<file path="src/sv/hmm_ram.sv">
// Generic single-port synchronous RAM with registered read.
`timescale 1ns / 1ps
module hmm_ram #(
    parameter int WIDTH = 8,
    parameter int DEPTH = 256
) (
    input  logic                     i_clk,
    input  logic                     i_we,
    input  logic [$clog2(DEPTH)-1:0] i_addr,
    input  logic [WIDTH-1:0]         i_wdata,
    output logic [WIDTH-1:0]         o_rdata
);
    logic [WIDTH-1:0] r_mem [DEPTH];
    logic [WIDTH-1:0] r_rdata;

    always_ff @(posedge i_clk) begin
        if (i_we) r_mem[i_addr] <= i_wdata;
        r_rdata <= r_mem[i_addr];
    end

    assign o_rdata = r_rdata;
endmodule

</file>
<file path="config.mk">
export PLATFORM = sky130hd
export DESIGN_NAME = hmm_ram
export DESIGN_NICKNAME = d
export VERILOG_FILES = /design/src/sv/hmm_ram.sv
export SDC_FILE = /design/constraint.sdc
export NUM_CORES = 2
export LEC_CHECK = 0
export ABC_AREA = 1
export BUFFER_PORTS_ARGS = -buffer_cell sky130_fd_sc_hd__buf_2
export CAP_MARGIN = 0
export CORE_UTILIZATION = 45
export CTS_BUF_LIST = sky130_fd_sc_hd__clkbuf_4 sky130_fd_sc_hd__clkbuf_8 sky130_fd_sc_hd__clkbuf_16
export DETAILED_ROUTE_END_ITERATION = 12
export GPL_ROUTABILITY_DRIVEN = 0
export PLACE_DENSITY = 0.65
export SLEW_MARGIN = 15
export SYNTH_ARGS = -nofsm -noshare
export SYNTH_HDL_FRONTEND = slang
export SYNTH_SLANG_ARGS = --single-unit
</file>
<file path="constraint.sdc">
create_clock -name i_clk -period 2.6 [get_ports i_clk]
set_input_delay 0.52 -clock i_clk [delete_from_list [all_inputs] [get_ports i_clk]]
set_output_delay 0.52 -clock i_clk [all_outputs]
set_load 0.01 [all_outputs]
</file>
==> impl_metrics.ini <==
[synth]
synth.largest_area_cell = edfxtp_1
synthFlopType = edfxtp_1
async_reset_ff_frac = 0
synth_nets = 8039
syn_inst = 8021
netlist_top_cells_count = 4770 x nand2_1, 2048 x edfxtp_1, 361 x nor2_1
syn-cell-area_sq_um = 84900
synth.yosys.seq_area_share = 0.727
ys_ff_latch = 2056
syn_avg_cell_area_sq_um = 10.6
synth.top_cell.area_share = 0.725
synth_warnings = 0
synthDistinctLibCells = 18
synth_area_leaders = edfxtp_1 72%, nand2_1 21%, nor2_1 1.6%
synth-edff-count = 2048
yosysMostFrequentCell = nand2_1

[routing]
vias = 58438
drc = 0
routed_via_density = 5.25
dr.pass1.iters = 6
avgRoutedWirePerCell_um = 20.9
ant_nets = 0
drt-initial-drc-count = 6431
drt_wl_total_um = 233000

[cells_and_area]
stdcell_count = 11122
finish.utilization = 0.529
multiInputGateArea_sq_um = 21200
synthToLayoutAreaGrowth_pct = 16.9
ff_latch_area_sq_um = 61700
n_fill_cell = 15870
layout.nets = 8462
layout-drive-gt1-share = 0.113

[floorplan]
ios = 26
rows = 159
die_area_sq_um = 190000
coreArea_sq_um = 188000
die-height_um = 436
dieWidth_um = 436
start_util = 0.452

[sta]
slew_violations = 0
finalSetupViolCount = 0
rsz0062_at_grt = no
clock_skew_ns = 0.0607
hold_viol_final = 0
worst_pin_slew_ns = 0.997
period_minus_slack_ns = 2.48
finalCritPeriodShare = 0.955
maxSlewHeadroom = 0.333
max_freq_ghz = 0.403

[power]
p_leak_nw = 40.0
irDropWorstVdd_v = 0.000743
pwr_density_cell_nw_per_um2 = 711

[cts]
cts_made_buffers = 203
cts.sink_count = 2056
clockBufferDepth = 3
clkTransAtPathRegs_ns = 0.07
clk_latency_ns = 0.86
cts_tree = done
post_cts_buffers = 0
htreeDepth = 4
root_buffer = clkbuf_16
cts_resized = 0
cts_hold_buf = 0

[global_route]
antenna_found_initial = 7
grt_pass1_wl_um = 347000
grt-ovfl-total = 0
first_global_vias = 56069
grt_start_max_net_pins = 81
track_usage = 0.242

[worst_setup_path]
required_ns = 3.30
r2r_start = r_mem[133][0]
worst_setup_path_start_kind = input pin
worstPathArrival_ns = 3.19
worstSetupStartpoint = i_addr[1]
rrSetupSlack_ns = 0.12
endpoint_kind = flop
crit_type = input pin to flop
crit_fanout = 31

[worst_hold_path]
hold_path_class = input pin to flop
min_from = i_wdata[7]

[status]
status = complete, no violations

[job]
drv_cap = 0

[placement]
io_buffers = 25
place_inst = 10734
dp_hpwl_um = 144000
==> worst max-delay path: stages <==
cell     delay [ns]
buf_8          0.23
inv_16         0.12
buf_12         0.21
buf_4          0.18
nand2_1        0.06
nand2_1        0.08
nand2_1        0.07
nand2_1        0.05
o21ai_1        0.23
nand2_1        0.27
nor2_1         0.29
nor2_1         0.12
nor2_1         0.46
nand2_1        0.20
==> registers in the layout (all words and copies together), names as in the netlist <==
signal / flops
r_mem: 2048
o_rdata: 8
==> stage by stage <==
stage / power (mW) / area, sq um / setup WS [ns] / hold slack (ns) / setup TNS, ns
2_1_floorplan: 39.3 / 84900 / 0.240 / 0.619 / 0
3_3_place_gp: 41.7 / 92400 / -0.679 / 0.875 / -87.59
3_5_place_dp: 41.7 / 92400 / -0.715 / 0.889 / -91.00
4_1_cts: 70.9 / 99200 / 0.113 / 0.00276 / 0
5_1_grt: 72.5 / 99200 / 0.0832 / 0.0285 / 0
6_report: 70.6 / 99200 / 0.117 / 0.0583 / 0
==> layout make-up <==
| class | count | area share |
|---|---|---|
| antenna | 11 | 0.000277 |
| clock buffer | 238 | 0.0538 |
| clock inverter | 139 | 0.0142 |
| inverter | 35 | 0.00166 |
| multi-input combinational | 5513 | 0.214 |
| sequential | 2056 | 0.621 |
| tap | 2495 | 0.0315 |
| timing repair buffer | 635 | 0.0629 |
==> routing by layer <==
layer / share of wire / GRT usage
met1: 0.41 / 0.326
met3: 0.077 / 0.0379
met2: 0.47 / 0.389
met5: 0.00011 / 0
met4: 0.042 / 0.103
==> logic make-up after synthesis <==
logic type / share of synthesized area
buf+inv: 0.0236
compound gates: 0.0113
simple gates: 0.238
flops: 0.727
==> cells in the final DEF (no fill, tap or decap), types with 35 or more instances in the layout <==
cell type	count
clkinv_2	38
clkinv_1	56
nor2_1	356
clkbuf_4	35
buf_12	115
o21ai_0	41
nand2_1	4764
o21ai_1	119
nand3_1	188
edfxtp_1	2048
buf_4	495
clkbuf_16	203
==> power breakdown <==
| part | total (mW) | switching (mW) | internal (mW) |
|---|---|---|---|
| logic | 4.46 | 3.17 | 1.29 |
| registers | 36.6 | 0.0670 | 36.5 |
| clock network | 29.5 | 12.8 | 16.7 |
| total | 70.6 | 16.1 | 54.5 |
==> worst paths after layout <==
kind | end | cells past startpoint
min reg2reg | o_rdata[1] | 10
max | o_rdata[0] | 14
max reg2reg | o_rdata[0] | 12
min | r_mem[2][7] | 1
Note: power is estimated with default switching activity, not from simulation.
